`src/design/spgc_pkg.sv`:
```
// Shared types, constants and register codes of the scan point gap clusterer.
`timescale 1ns / 1ps

package spgc_pkg;

  localparam int unsigned MAX_POINTS_DEF = 32;
  localparam int unsigned COORD_W        = 16;
  localparam int unsigned RANGE_W        = 16;
  localparam int unsigned GAP_W          = 16;
  localparam int unsigned MINSZ_W        = 6;
  localparam int unsigned CLNUM_W        = 8;
  localparam int unsigned PADDR_W        = 4;
  localparam int unsigned PDATA_W        = 32;
  localparam int unsigned PROD_W         = 2 * GAP_W;

  localparam logic [GAP_W-1:0]   GAP_RST   = GAP_W'(300);
  localparam logic [RANGE_W-1:0] RANGE_RST = RANGE_W'(2000);
  localparam logic [MINSZ_W-1:0] MINSZ_RST = MINSZ_W'(1);

  typedef enum logic [1:0] {
    REG_GAP   = 2'd0,
    REG_RANGE = 2'd1,
    REG_MINSZ = 2'd2
  } reg_idx_e;

  typedef enum logic [1:0] {
    SQ_HOLD = 2'd0,
    SQ_DX   = 2'd1,
    SQ_DY   = 2'd2,
    SQ_G    = 2'd3
  } sq_op_e;

  typedef struct packed {
    logic [GAP_W-1:0]   gap_threshold;
    logic [RANGE_W-1:0] range_limit;
    logic [MINSZ_W-1:0] min_cluster_size;
  } cfg_t;

  typedef struct packed {
    logic signed [COORD_W-1:0] point_x;
    logic signed [COORD_W-1:0] point_y;
    logic [RANGE_W-1:0]        point_range;
    logic                      scan_end;
  } point_t;

  typedef struct packed {
    logic signed [COORD_W-1:0] out_x;
    logic signed [COORD_W-1:0] out_y;
    logic [CLNUM_W-1:0]        cluster_number;
    logic                      cluster_end;
    logic                      run_end;
  } result_t;

  typedef struct packed {
    logic signed [COORD_W-1:0] x;
    logic signed [COORD_W-1:0] y;
  } point_word_t;

endpackage

```
`src/design/spgc_stream_if.sv`:
```
// Valid/ready stream channel carrying one word of a given payload type.
`timescale 1ns / 1ps

interface spgc_stream_if #(
  parameter type payload_t = logic
);

  logic     valid;
  logic     ready;
  payload_t payload;

  modport source (output valid, output payload, input ready);
  modport sink   (input valid, input payload, output ready);

endinterface

```
`src/design/spgc_regs.sv`:
```
// APB-style configuration registers of the clusterer.
`timescale 1ns / 1ps

module spgc_regs import spgc_pkg::*; (
  input  logic               clk_i,
  input  logic               rst_ni,
  input  logic               psel,
  input  logic               penable,
  input  logic               pwrite,
  input  logic [PADDR_W-1:0] paddr,
  input  logic [PDATA_W-1:0] pwdata,
  output logic [PDATA_W-1:0] prdata,
  output logic               pready,
  output cfg_t               cfg_o
);

  cfg_t     cfg_q;
  cfg_t     cfg_d;
  reg_idx_e idx;
  logic     wr_en;

  assign idx    = reg_idx_e'(paddr[3:2]);
  assign wr_en  = psel && penable && pwrite;
  assign pready = 1'b1;
  assign cfg_o  = cfg_q;

  always_comb begin
    cfg_d = cfg_q;
    if (wr_en) begin
      unique case (idx)
        REG_GAP:   cfg_d.gap_threshold    = pwdata[GAP_W-1:0];
        REG_RANGE: cfg_d.range_limit      = pwdata[RANGE_W-1:0];
        REG_MINSZ: cfg_d.min_cluster_size = pwdata[MINSZ_W-1:0];
        default: ;
      endcase
    end
  end

  always_comb begin
    unique case (idx)
      REG_GAP:   prdata = PDATA_W'(cfg_q.gap_threshold);
      REG_RANGE: prdata = PDATA_W'(cfg_q.range_limit);
      REG_MINSZ: prdata = PDATA_W'(cfg_q.min_cluster_size);
      default:   prdata = '0;
    endcase
  end

  always_ff @(posedge clk_i or negedge rst_ni) begin
    if (!rst_ni) begin
      cfg_q.gap_threshold    <= GAP_RST;
      cfg_q.range_limit      <= RANGE_RST;
      cfg_q.min_cluster_size <= MINSZ_RST;
    end else begin
      cfg_q <= cfg_d;
    end
  end

endmodule

```
`src/design/spgc_sq_unit.sv`:
```
// Shared squaring multiplier with accumulator and gap compare.
`timescale 1ns / 1ps

module spgc_sq_unit import spgc_pkg::*; (
  input  logic             clk_i,
  input  logic             rst_ni,
  input  sq_op_e           op_i,
  input  logic [GAP_W-1:0] dx_i,
  input  logic [GAP_W-1:0] dy_i,
  input  logic [GAP_W-1:0] gap_i,
  output logic             gap_o
);

  logic [GAP_W-1:0]  op_a;
  logic [PROD_W-1:0] prod_q;
  logic [PROD_W:0]   acc_q;

  always_comb begin
    case (op_i)
      SQ_DX:   op_a = dx_i;
      SQ_DY:   op_a = dy_i;
      SQ_G:    op_a = gap_i;
      default: op_a = '0;
    endcase
  end

  assign gap_o = acc_q > {1'b0, prod_q};

  always_ff @(posedge clk_i or negedge rst_ni) begin
    if (!rst_ni) begin
      prod_q <= '0;
      acc_q  <= '0;
    end else begin
      if (op_i != SQ_HOLD) begin
        prod_q <= PROD_W'(op_a) * PROD_W'(op_a);
      end
      if (op_i == SQ_DY) begin
        acc_q <= {1'b0, prod_q};
      end else if (op_i == SQ_G) begin
        acc_q <= acc_q + {1'b0, prod_q};
      end
    end
  end

endmodule

```
`src/design/spgc_store.sv`:
```
// Cluster point store: one write port, one registered read port.
`timescale 1ns / 1ps

module spgc_store import spgc_pkg::*; #(
  parameter int unsigned DEPTH = MAX_POINTS_DEF,
  localparam int unsigned IDX_W = $clog2(DEPTH)
) (
  input  logic              clk_i,
  input  logic              we_i,
  input  logic [IDX_W-1:0]  waddr_i,
  input  point_word_t       wdata_i,
  input  logic [IDX_W-1:0]  raddr_i,
  output point_word_t       rdata_o
);

  point_word_t mem_q [DEPTH];
  point_word_t rdata_q;

  assign rdata_o = rdata_q;

  always_ff @(posedge clk_i) begin
    if (we_i) begin
      mem_q[waddr_i] <= wdata_i;
    end
    rdata_q <= mem_q[raddr_i];
  end

endmodule

```
`src/design/scan_point_gap_clusterer_unit.sv`:
```
// Top level: lidar scan point gap clusterer with sequencer and output register.
// Sequence: an accepted point goes from idle through decide, add and flush; with a gap test it
// first makes three passes through the shared squaring multiplier (dx, dy, gap). Each emitted word
// takes a store read, then an output register load, and is held longer while the output stalls.
// A new point is taken only in the idle state, once the last point and all its words are done.
// Reset: registers return to defaults, cluster state empties; the store is not cleared.
`timescale 1ns / 1ps

module scan_point_gap_clusterer_unit import spgc_pkg::*; #(
  parameter int unsigned MAX_POINTS = MAX_POINTS_DEF
) (
  input  logic               clk_i,
  input  logic               rst_ni,
  spgc_stream_if.sink        pt_i,
  spgc_stream_if.source      res_o,
  input  logic               psel,
  input  logic               penable,
  input  logic               pwrite,
  input  logic [PADDR_W-1:0] paddr,
  input  logic [PDATA_W-1:0] pwdata,
  output logic [PDATA_W-1:0] prdata,
  output logic               pready
);

  localparam int unsigned IDX_W = $clog2(MAX_POINTS);
  localparam int unsigned CNT_W = $clog2(MAX_POINTS + 1);
  localparam int unsigned CMP_W = MINSZ_W + 1;

  typedef enum logic [3:0] {
    ST_IDLE,
    ST_MUL_DX,
    ST_MUL_DY,
    ST_MUL_G,
    ST_DECIDE,
    ST_ADD,
    ST_FLUSH,
    ST_RD,
    ST_PUT
  } state_e;

  state_e                    state_q, state_d;
  logic signed [COORD_W-1:0] x_q, x_d, y_q, y_d;
  logic signed [COORD_W-1:0] prev_x_q, prev_x_d, prev_y_q, prev_y_d;
  logic                      prev_valid_q, prev_valid_d;
  logic                      in_range_q, in_range_d;
  logic                      last_q, last_d;
  logic                      gap_test_q, gap_test_d;
  logic [GAP_W-1:0]          dx_q, dx_d, dy_q, dy_d;
  logic [CNT_W-1:0]          count_q, count_d;
  logic [CLNUM_W-1:0]        emitted_q, emitted_d;
  logic [IDX_W-1:0]          idx_q, idx_d;
  logic                      phase_q, phase_d;
  logic                      final_q, final_d;
  logic                      out_valid_q, out_valid_d;
  result_t                   out_q, out_d;

  cfg_t        cfg;
  sq_op_e      sq_op;
  logic        sq_gap;
  logic        we;
  point_word_t rdata;
  point_t      pt;
  logic        pt_fire;
  logic        res_fire;
  logic        out_load;
  logic        emit_ok;
  logic        min_le1;
  logic        is_last;
  logic        in_range;
  logic [COORD_W:0] diff_x, diff_y;

  spgc_regs u_regs (
    .clk_i   (clk_i),
    .rst_ni  (rst_ni),
    .psel    (psel),
    .penable (penable),
    .pwrite  (pwrite),
    .paddr   (paddr),
    .pwdata  (pwdata),
    .prdata  (prdata),
    .pready  (pready),
    .cfg_o   (cfg)
  );

  spgc_sq_unit u_sq (
    .clk_i  (clk_i),
    .rst_ni (rst_ni),
    .op_i   (sq_op),
    .dx_i   (dx_q),
    .dy_i   (dy_q),
    .gap_i  (cfg.gap_threshold),
    .gap_o  (sq_gap)
  );

  spgc_store #(
    .DEPTH (MAX_POINTS)
  ) u_store (
    .clk_i   (clk_i),
    .we_i    (we),
    .waddr_i (count_q[IDX_W-1:0]),
    .wdata_i ({x_q, y_q}),
    .raddr_i (idx_q),
    .rdata_o (rdata)
  );

  assign pt          = pt_i.payload;
  assign pt_i.ready  = (state_q == ST_IDLE);
  assign pt_fire     = pt_i.valid && pt_i.ready;
  assign res_o.valid = out_valid_q;
  assign res_o.payload = out_q;
  assign res_fire    = res_o.valid && res_o.ready;

  assign in_range = pt.point_range <= cfg.range_limit;
  assign diff_x   = {pt.point_x[COORD_W-1], pt.point_x} - {prev_x_q[COORD_W-1], prev_x_q};
  assign diff_y   = {pt.point_y[COORD_W-1], pt.point_y} - {prev_y_q[COORD_W-1], prev_y_q};
  assign emit_ok  = (count_q != '0) && (CMP_W'(count_q) >= CMP_W'(cfg.min_cluster_size));
  assign min_le1  = cfg.min_cluster_size <= MINSZ_W'(1);
  assign is_last  = (CNT_W'(idx_q) + CNT_W'(1)) == count_q;

  always_comb begin
    state_d      = state_q;
    x_d          = x_q;
    y_d          = y_q;
    prev_x_d     = prev_x_q;
    prev_y_d     = prev_y_q;
    prev_valid_d = prev_valid_q;
    in_range_d   = in_range_q;
    last_d       = last_q;
    gap_test_d   = gap_test_q;
    dx_d         = dx_q;
    dy_d         = dy_q;
    count_d      = count_q;
    emitted_d    = emitted_q;
    idx_d        = idx_q;
    phase_d      = phase_q;
    final_d      = final_q;
    out_valid_d  = out_valid_q;
    out_d        = out_q;
    sq_op        = SQ_HOLD;
    we           = 1'b0;
    out_load     = 1'b0;

    if (res_fire) begin
      out_valid_d = 1'b0;
    end

    unique case (state_q)
      ST_IDLE: begin
        if (pt_fire) begin
          x_d          = pt.point_x;
          y_d          = pt.point_y;
          in_range_d   = in_range;
          last_d       = pt.scan_end;
          gap_test_d   = in_range && !pt.scan_end && prev_valid_q;
          dx_d         = diff_x[COORD_W] ? GAP_W'(-diff_x) : GAP_W'(diff_x);
          dy_d         = diff_y[COORD_W] ? GAP_W'(-diff_y) : GAP_W'(diff_y);
          prev_x_d     = pt.point_x;
          prev_y_d     = pt.point_y;
          prev_valid_d = !pt.scan_end;
          state_d      = (in_range && !pt.scan_end && prev_valid_q) ? ST_MUL_DX : ST_DECIDE;
        end
      end
      ST_MUL_DX: begin
        sq_op   = SQ_DX;
        state_d = ST_MUL_DY;
      end
      ST_MUL_DY: begin
        sq_op   = SQ_DY;
        state_d = ST_MUL_G;
      end
      ST_MUL_G: begin
        sq_op   = SQ_G;
        state_d = ST_DECIDE;
      end
      ST_DECIDE: begin
        state_d = ST_ADD;
        if (in_range_q && ((gap_test_q && sq_gap) || count_q == CNT_W'(MAX_POINTS))) begin
          phase_d = 1'b0;
          final_d = !(last_q && min_le1);
          if (emit_ok) begin
            idx_d   = '0;
            state_d = ST_RD;
          end else begin
            count_d = '0;
          end
        end
      end
      ST_ADD: begin
        if (in_range_q) begin
          we      = 1'b1;
          count_d = count_q + CNT_W'(1);
        end
        state_d = ST_FLUSH;
      end
      ST_FLUSH: begin
        state_d = ST_IDLE;
        if (last_q) begin
          phase_d = 1'b1;
          final_d = 1'b1;
          if (emit_ok) begin
            idx_d   = '0;
            state_d = ST_RD;
          end else begin
            count_d   = '0;
            emitted_d = '0;
          end
        end
      end
      ST_RD: begin
        state_d = ST_PUT;
      end
      ST_PUT: begin
        if (!out_valid_q || res_o.ready) begin
          out_load             = 1'b1;
          out_valid_d          = 1'b1;
          out_d.out_x          = rdata.x;
          out_d.out_y          = rdata.y;
          out_d.cluster_number = emitted_q;
          out_d.cluster_end    = is_last;
          out_d.run_end        = is_last && final_q;
          if (is_last) begin
            count_d   = '0;
            emitted_d = phase_q ? '0 : emitted_q + CLNUM_W'(1);
            state_d   = phase_q ? ST_IDLE : ST_ADD;
          end else begin
            idx_d   = idx_q + IDX_W'(1);
            state_d = ST_RD;
          end
        end
      end
      default: state_d = ST_IDLE;
    endcase
  end

  always_ff @(posedge clk_i or negedge rst_ni) begin
    if (!rst_ni) begin
      state_q      <= ST_IDLE;
      x_q          <= '0;
      y_q          <= '0;
      prev_x_q     <= '0;
      prev_y_q     <= '0;
      prev_valid_q <= 1'b0;
      in_range_q   <= 1'b0;
      last_q       <= 1'b0;
      gap_test_q   <= 1'b0;
      dx_q         <= '0;
      dy_q         <= '0;
      count_q      <= '0;
      emitted_q    <= '0;
      idx_q        <= '0;
      phase_q      <= 1'b0;
      final_q      <= 1'b0;
      out_valid_q  <= 1'b0;
      out_q        <= '0;
    end else begin
      state_q      <= state_d;
      x_q          <= x_d;
      y_q          <= y_d;
      prev_x_q     <= prev_x_d;
      prev_y_q     <= prev_y_d;
      prev_valid_q <= prev_valid_d;
      in_range_q   <= in_range_d;
      last_q       <= last_d;
      gap_test_q   <= gap_test_d;
      dx_q         <= dx_d;
      dy_q         <= dy_d;
      count_q      <= count_d;
      emitted_q    <= emitted_d;
      idx_q        <= idx_d;
      phase_q      <= phase_d;
      final_q      <= final_d;
      out_valid_q  <= out_valid_d;
      out_q        <= out_d;
    end
  end

  a_busy_after_accept: assert property (@(posedge clk_i) disable iff (!rst_ni)
    pt_fire |=> !pt_i.ready)
    else $error("point taken while previous point still in work");

  a_count_bound: assert property (@(posedge clk_i) disable iff (!rst_ni)
    count_q <= CNT_W'(MAX_POINTS))
    else $error("cluster count exceeds buffer depth");

  a_read_in_cluster: assert property (@(posedge clk_i) disable iff (!rst_ni)
    state_q == ST_PUT |-> CNT_W'(idx_q) < count_q)
    else $error("store read beyond open cluster");

  a_more_words_pending: assert property (@(posedge clk_i) disable iff (!rst_ni)
    out_load && !out_d.run_end |=> !pt_i.ready)
    else $error("ready raised before the last word of a point");

  a_write_not_full: assert property (@(posedge clk_i) disable iff (!rst_ni)
    we |-> count_q < CNT_W'(MAX_POINTS))
    else $error("store write into full cluster");

endmodule

```
`src/flat_wrapper.sv`:
```
// flat-port wrapper written by rule: the top's interface ports become plain ports
module scan_point_gap_clusterer_unit_flat import spgc_pkg::*;
#(
  parameter int unsigned MAX_POINTS = MAX_POINTS_DEF
)
  (clk_i, rst_ni, psel, penable, pwrite, paddr, pwdata, prdata, pready, pt_i_valid, pt_i_payload, pt_i_ready, res_o_valid, res_o_payload, res_o_ready);
  spgc_stream_if #(.payload_t(point_t)) pt_i_i ();
  spgc_stream_if #(.payload_t(result_t)) res_o_i ();
  input  logic clk_i;
  input  logic rst_ni;
  input  logic psel;
  input  logic penable;
  input  logic pwrite;
  input  logic [PADDR_W-1:0] paddr;
  input  logic [PDATA_W-1:0] pwdata;
  output logic [PDATA_W-1:0] prdata;
  output logic pready;
  input wire logic [$bits(pt_i_i.valid)-1:0] pt_i_valid;
  input wire logic [$bits(pt_i_i.payload)-1:0] pt_i_payload;
  output wire logic [$bits(pt_i_i.ready)-1:0] pt_i_ready;
  output wire logic [$bits(res_o_i.valid)-1:0] res_o_valid;
  output wire logic [$bits(res_o_i.payload)-1:0] res_o_payload;
  input wire logic [$bits(res_o_i.ready)-1:0] res_o_ready;
  assign pt_i_i.valid = pt_i_valid;
  assign pt_i_i.payload = pt_i_payload;
  assign pt_i_ready = pt_i_i.ready;
  assign res_o_valid = res_o_i.valid;
  assign res_o_payload = res_o_i.payload;
  assign res_o_i.ready = res_o_ready;
  scan_point_gap_clusterer_unit #(.MAX_POINTS(MAX_POINTS)) u_core (.clk_i(clk_i), .rst_ni(rst_ni), .pt_i(pt_i_i), .res_o(res_o_i), .psel(psel), .penable(penable), .pwrite(pwrite), .paddr(paddr), .pwdata(pwdata), .prdata(prdata), .pready(pready));
endmodule
```
`config.mk`:
```
export PLATFORM = sky130hd
export DESIGN_NAME = scan_point_gap_clusterer_unit_flat
export DESIGN_NICKNAME = d
export VERILOG_FILES = /design/src/design/spgc_pkg.sv /design/src/design/spgc_stream_if.sv /design/src/design/spgc_regs.sv /design/src/design/spgc_sq_unit.sv /design/src/design/spgc_store.sv /design/src/design/scan_point_gap_clusterer_unit.sv /design/src/flat_wrapper.sv
export SDC_FILE = /design/constraint.sdc
export NUM_CORES = 2
export LEC_CHECK = 0
export BUFFER_PORTS_ARGS = -buffer_cell sky130_fd_sc_hd__buf_4
export CORE_MARGIN = 2
export CORE_UTILIZATION = 57
export CTS_BUF_LIST = sky130_fd_sc_hd__clkbuf_4 sky130_fd_sc_hd__clkbuf_8
export DETAILED_ROUTE_END_ITERATION = 10
export HOLD_SLACK_MARGIN = 0.03
export PLACE_DENSITY_LB_ADDON = 0.3
export SKIP_CTS_REPAIR_TIMING = 1
export SLEW_MARGIN = 30
export SYNTH_ARGS = -nofsm -noshare
export SYNTH_HDL_FRONTEND = slang
export SYNTH_SLANG_ARGS = --single-unit
```
`constraint.sdc`:
```
create_clock -name clk_i -period 12.7 [get_ports clk_i]
set_input_delay 1.905 -clock clk_i [delete_from_list [all_inputs] [get_ports clk_i]]
set_output_delay 1.905 -clock clk_i [all_outputs]
set_load 0.02 [all_outputs]
```
### Word level (Yosys, flattened, before mapping)

Memory sizes are Yosys's and may differ from the RTL's. A register that Yosys moved wholly into a read port is not among the register bits.
Index checks and enable logic that the tools add are counted.

* muxes and demuxes: 48
* order comparisons: 4
* multiply operators: 1
* equality and inequality tests: 23
* $add $sub $neg: 9
* reductions and logical operators: 35

Operator list (count)
* case mux 16 bit (3 select lines): 2
* 2-to-1 mux 33 bit: 2
* 2-to-1 mux 8 bit: 5
* 2-to-1 mux 6 bit: 6
* case mux 4 bit (9 select lines): 1
* subtractor 16 x 16 -> 17 bit: 2
* adder 33 x 32 -> 33 bit: 1
* greater-than comparator 33 x 32 -> 1 bit: 1
* multiplier 16 x 16 -> 32 bit: 1
* 2-to-1 mux 16 bit: 2
* negation 16 bit: 2
* 2-to-1 mux 5 bit: 5
* case mux 6 bit (4 select lines): 1
* 2-to-1 mux 4 bit: 5
* == test 4 x 3 -> 1 bit (second input constant): 4
* <= comparator 16 bit: 1
* case mux 8 bit (2 select lines): 1
* case mux 5 bit (3 select lines): 1
* AND reduction 2 bit: 6
* logical AND 1 bit: 11
* 2-to-1 mux 1 bit: 10
* inequality test 2 x 1 -> 1 bit (second input constant): 5
* AND reduction 5 bit: 2
* 2-to-1 mux 3 bit: 3
* 27 further kinds: 40

* bits of input ports: 92
* bits in registers: 239
* memory bits (writable): 1024
* memories kept: 1

Memory list
* u_core.u_store.mem_q: depth 32, bits a word 32, rd ports 1, clocked after memory_dff 1, write ports 1, line spgc_store.sv:16 `point_word_t mem_q [DEPTH];`

### Longest topological paths before layout

* depth after elaboration: 6
* depth in mapped cells: 32
* gate-level depth less buffers: 29

### Cells and area by module

Synthesis repeated with hierarchy kept, for this count alone.

* cell total of the unflattened synthesis: 4786
* area, all modules: 63636.0 um2

By module, submodules not included
* spgc_store: area each 40492.6 um2, sequential area each 31390.1 um2, instances 1, cells each 2260
* spgc_sq_unit: area each 12808.5 um2, sequential area each 1601.5 um2, instances 1, cells each 1514
* scan_point_gap_clusterer_unit: area each 8411.8 um2, sequential area each 3403.3 um2, instances 1, cells each 867
* spgc_regs: area each 1923.1 um2, sequential area each 964.7 um2, instances 1, cells each 145

### Worst setup path after synthesis

No wires, ideal clock.

* kind: flip-flop to flip-flop
* start: register u_core.state_q[0]
* end: register u_core.u_sq.prod_q[30]
* buffers on the path: 4
* slack: 4.861 ns
* required time: 12.631 ns
* stages on the path, launching flop included: 30
* data arrival time: 7.770 ns
* clock period less this slack: 7.839 ns
* cells stage by stage: dfrtp_1 -> clkbuf_1 -> buf_1 -> clkbuf_1 -> mux2_2 -> nand2_1 -> a21oi_1 -> clkbuf_1 -> nand2_1 -> fa_1 -> fa_1 -> inv_1 -> fa_1 -> inv_1 -> fa_1 -> inv_1 -> fa_1 -> inv_1 -> fa_1 -> inv_1 -> ha_1 -> nand2_1 -> or4_1 -> or4_1 -> o2111a_1 -> nor2_1 -> o31a_2 -> o41ai_1 -> or4b_1 -> nand3_1

* cells in the longest elaborated chain, start to end: 5

Ends and longest elaborated chain
* start: declaration: line scan_point_gap_clusterer_unit.sv:41 `state_e state_q, state_d;`
* start signal: assignment: line scan_point_gap_clusterer_unit.sv:256 `state_q <= state_d;`
* == test 4 x 2 -> 1 bit or == test 4 x 1 -> 1 bit (tied branches): line scan_point_gap_clusterer_unit.sv:147 `unique case (state_q)`
* case mux 2 bit (3 select lines) (*): line scan_point_gap_clusterer_unit.sv:147
* == test 2 bit or == test 2 x 1 -> 1 bit (tied branches): line spgc_sq_unit.sv:19 `case (op_i)`
* case mux 16 bit (3 select lines): line spgc_sq_unit.sv:19
* multiplier 16 x 16 -> 32 bit: line spgc_sq_unit.sv:35 `prod_q <= PROD_W'(op_a) * PROD_W'(op_a);`
* end signal: assignment: line spgc_sq_unit.sv:35
* end: declaration: line spgc_sq_unit.sv:15 `logic [PROD_W-1:0] prod_q;`

Mark *: on every way between the ends. The rest lies on a longest branch, timed or not.
A chain may end at the register's enable or synchronous reset.

### Worst setup path in the final report

* start: register u_core.state_q[1]
* end: register u_core.u_sq.prod_q[30]

The elaborated chain is that of the path after synthesis.

==> summary.md <==
| Metric | Value |
|---|---|
| H-tree Lvls | 4 |
| Final instance area | around 70,000 sq um |
| # Max-Cap Violations | 0 |
| Post-Route WL | ~150,000 um |
| Largest family of logic cells by synthesized area | multiplexers |
| Crit path max fanout | 30 |
| Top cell type's share of synthesized area | 0.493 |
| Die Wd | between 300 and 400 um |
| Vias in the first global route | 35,600 |
| Synth Instances | 4,096 |
| Count of final setup violators | 0 |
| CP startpoint kind | flop |
| Top-count cell post-synth | edfxtp_1 |
| Largest net degree at the start of global routing | 106 |
| Most frequent cells after synthesis | edfxtp_1, inv_1, mux4_2 |
| Port Buffers | 133 |
| YS warnings | 0 |
| Hold Slack | 0.466 ns |
| Yosys reg bits | about 1,300 |
| Sink Count | roughly 1,300 |
| Power per Cell Area | 199 nW/um^2 |
| Flop-to-flop setup slack | 3.86 ns |
| Peak VDD IR | 0.183 mV |
| Final Hold Viols | 0 |
| # DRC | 0 |
| First-pass GRT wire length | about 220,000 um |
| Rows | 121 |
| CP endpoint kind | flop |
| Mapped Area | 62,400 sq um |
| Num ports | 169 |
| Slew HR | 0.348 |
| Critical path class | flop to flop |
| Crit-path slowest cell | nor2b_2 |
| Library cells used by synthesis | 97 |
| Post-synth EDFFs | between 1,000 and 1,500 |
| Clock-pin slew on the worst setup and hold paths | roughly 0.06 ns |
| Xor and xnor area share after synthesis | 0.0163 |
| Synth async-reset ratio | 0.184 |
| Worst Hold Depth | 1 |
| Die Area | 112,000 sq um |
| GR Overflow Total | 0 |
| Area after DPL | 65,300 sq um |
| Max incr delay on CP | 0.79 ns |
| Critical path required time | 13.49 ns |
| CP arrival | roughly 9.6 ns |
| FILL cells | 7,672 |
| Worst R2R Path Depth | 28 |
| CTS tree | built |
| Power Total | ~14,000 uW |
| RSZ-0062 raised after global routing | no |
| Hold Path End | u_core.res_o.payload[20] |
| Top FF cell, synth | edfxtp_1 |
| CTS max path bufs | 3 |
| Tmin final | 8.84 ns |
| Share of cells above drive strength 1 | 0.247 |
| Slew @ Worst Pin | 0.979 ns |
| Pleak | 0.0261 uW |
| Simple-gate share of the synthesized area | 0.0531 |
| Worst r2r src | u_core.state_q[1] |
| Core area | 109,000 sq um |
| Area leader, netlist | edfxtp_1 |
| TritonCTS buffer count | 198 |
| Wire length per cell | 25.4 um |
| Clock Latency Late Sink | 0.91 ns |
| Post-synthesis adder-cell area fraction | 0.0975 |
| Number of detailed-route iterations in the first pass | 5 |
| Synth Area in Compound Gates | 0.0529 |
| Via/cell ratio | 6.07 |
| Period utilisation layout | 0.696 |
| Gr usage total | 0.271 |
| Top cells by area, synth | edfxtp_1, mux4_2, dfrtp_1 |
| Total vias in the final route | 35,900 |
| Starting DRC count in detailed routing | 4,274 |
| Synth Area per Inst | 15.2 sq um |
| DP HPWL | 92,700 um |
| Root Buffer | clkbuf_8 |
| Antenna violations before repair | 12 |
| Synthesis-to-layout area growth | 11.5% |
| Hold path startpoint | u_core.u_store.rdata_o[10] |
| Fin. max-slew vios | 0 |
| Sequential element share of the synthesized area | 0.599 |
| Hold Crit Class | flop to flop |
| Final TNS setup | 0 ns |
| Clock skew | 0.0681 ns |
| Gpl congestion | 0.908 |
| Die H | 335 um |
| Layout Nets | 4,803 |
| Initial Utilization | 0.574 |
| Maximum clock frequency | 113 MHz |
| ANT nets after route | 0 |
| Outcome | finished clean |
| Mux cell area share after synthesis | 0.146 |
| RR Endpoint | u_core.u_sq.prod_q[30] |
[cells by family after synthesis]
| logic type | Yosys count |
|---|---|
| AND/OR/NAND/NOR | 728 |
| other | 2 |
| adder cells (fa/ha/maj) | 387 |
| flip-flops | 1294 |
| XOR/XNOR | 116 |
| multiplexers | 491 |
| AO/OA/AOI/OAI | 517 |
| buffers and inverters | 561 |
[where the power goes]
| part | internal, uW | switching, uW |
|---|---|---|
| sequential | 5440 | 772 |
| combinational | 1810 | 2340 |
| clock | 1860 | 1630 |
[through the flow]
step | setup WS, ns | std cells | util
floorplan | 4.86 | 4111 | -
global placement | 4.17 | 5532 | 0.600
detailed placement | 4.06 | 5535 | 0.600
CTS | 4.00 | 5909 | 0.638
global route | 3.53 | 5920 | 0.639
finish | 3.86 | 5920 | 0.639
[sequential cells by signal (all words and copies together), names as in the netlist, 4 cells and up]
signal / cells
u_core.u_sq.prod_q: 31
u_core.dy_q: 16
u_core.u_store.rdata_o: 32
u_core.idx_q: 5
u_core.res_o.payload: 42
u_core.y_q: 16
u_core.state_q: 4
u_core.emitted_q: 8
u_core.count_q: 6
u_core.u_store.mem_q: 1024
u_core.u_sq.acc_q: 33
u_core.dx_q: 16
u_core.x_q: 16
u_core.u_regs.cfg_o: 38
[metal layers]
layer / GRT usage / wire (um) / up-vias
li1: - / - / 15700
met1: 0.387 / 60800 / 18300
met2: 0.421 / 71500 / 1662
met3: 0.0573 / 14000 / 271
met4: 0.0909 / 4170 / 6
met5: 0 / 30 / -
[final cells by class]
cell class,instances,area [sq um],area share
sequential,1294,37400,0.538
multi-input combinational,2256,23200,0.333
clock buffer,285,3470,0.0500
tap,1414,1770,0.0255
timing repair buffer,196,1610,0.0231
inverter,378,1420,0.0204
clock inverter,89,631,0.00907
antenna,8,20.0,0.000288
[worst max path at each step]
stage	startpoint	end	depth (start not counted)
floorplan	u_core.state_q[0]	u_core.u_sq.prod_q[30]	29
global placement	u_core.state_q[1]	u_core.u_sq.prod_q[30]	28
detailed placement	u_core.state_q[1]	u_core.u_sq.prod_q[30]	28
CTS	u_core.state_q[1]	u_core.u_sq.prod_q[30]	28
global route	u_core.state_q[1]	u_core.u_sq.prod_q[30]	28
finish	u_core.state_q[1]	u_core.u_sq.prod_q[30]	28
[critical path, delay by kind of cell (launching register included)]
kind                       cells  cell delay (ns)
buffers and inverters          7             1.05
adders and majority gates      7             3.44
and+or+nand+nor               11             3.39
DFF                            1             0.37
AOI/OAI and AO/OA              3             0.48
[placed cells by master, fill, tap and decap left out, types with 33 or more instances in the layout]
cell,instances
a21o_1,42
a21oi_1,111
buf_4,185
clkbuf_4,72
clkbuf_8,213
clkinv_1,49
dfrtp_1,190
dfrtp_2,33
edfxtp_1,1024
fa_1,165
ha_1,222
inv_1,378
mux2_2,146
mux4_2,320
nand2_1,307
nor2_1,148
nor3_1,47
o21ai_0,188
xnor2_1,74
xor2_1,42
Power figures use the tool's default switching activity.
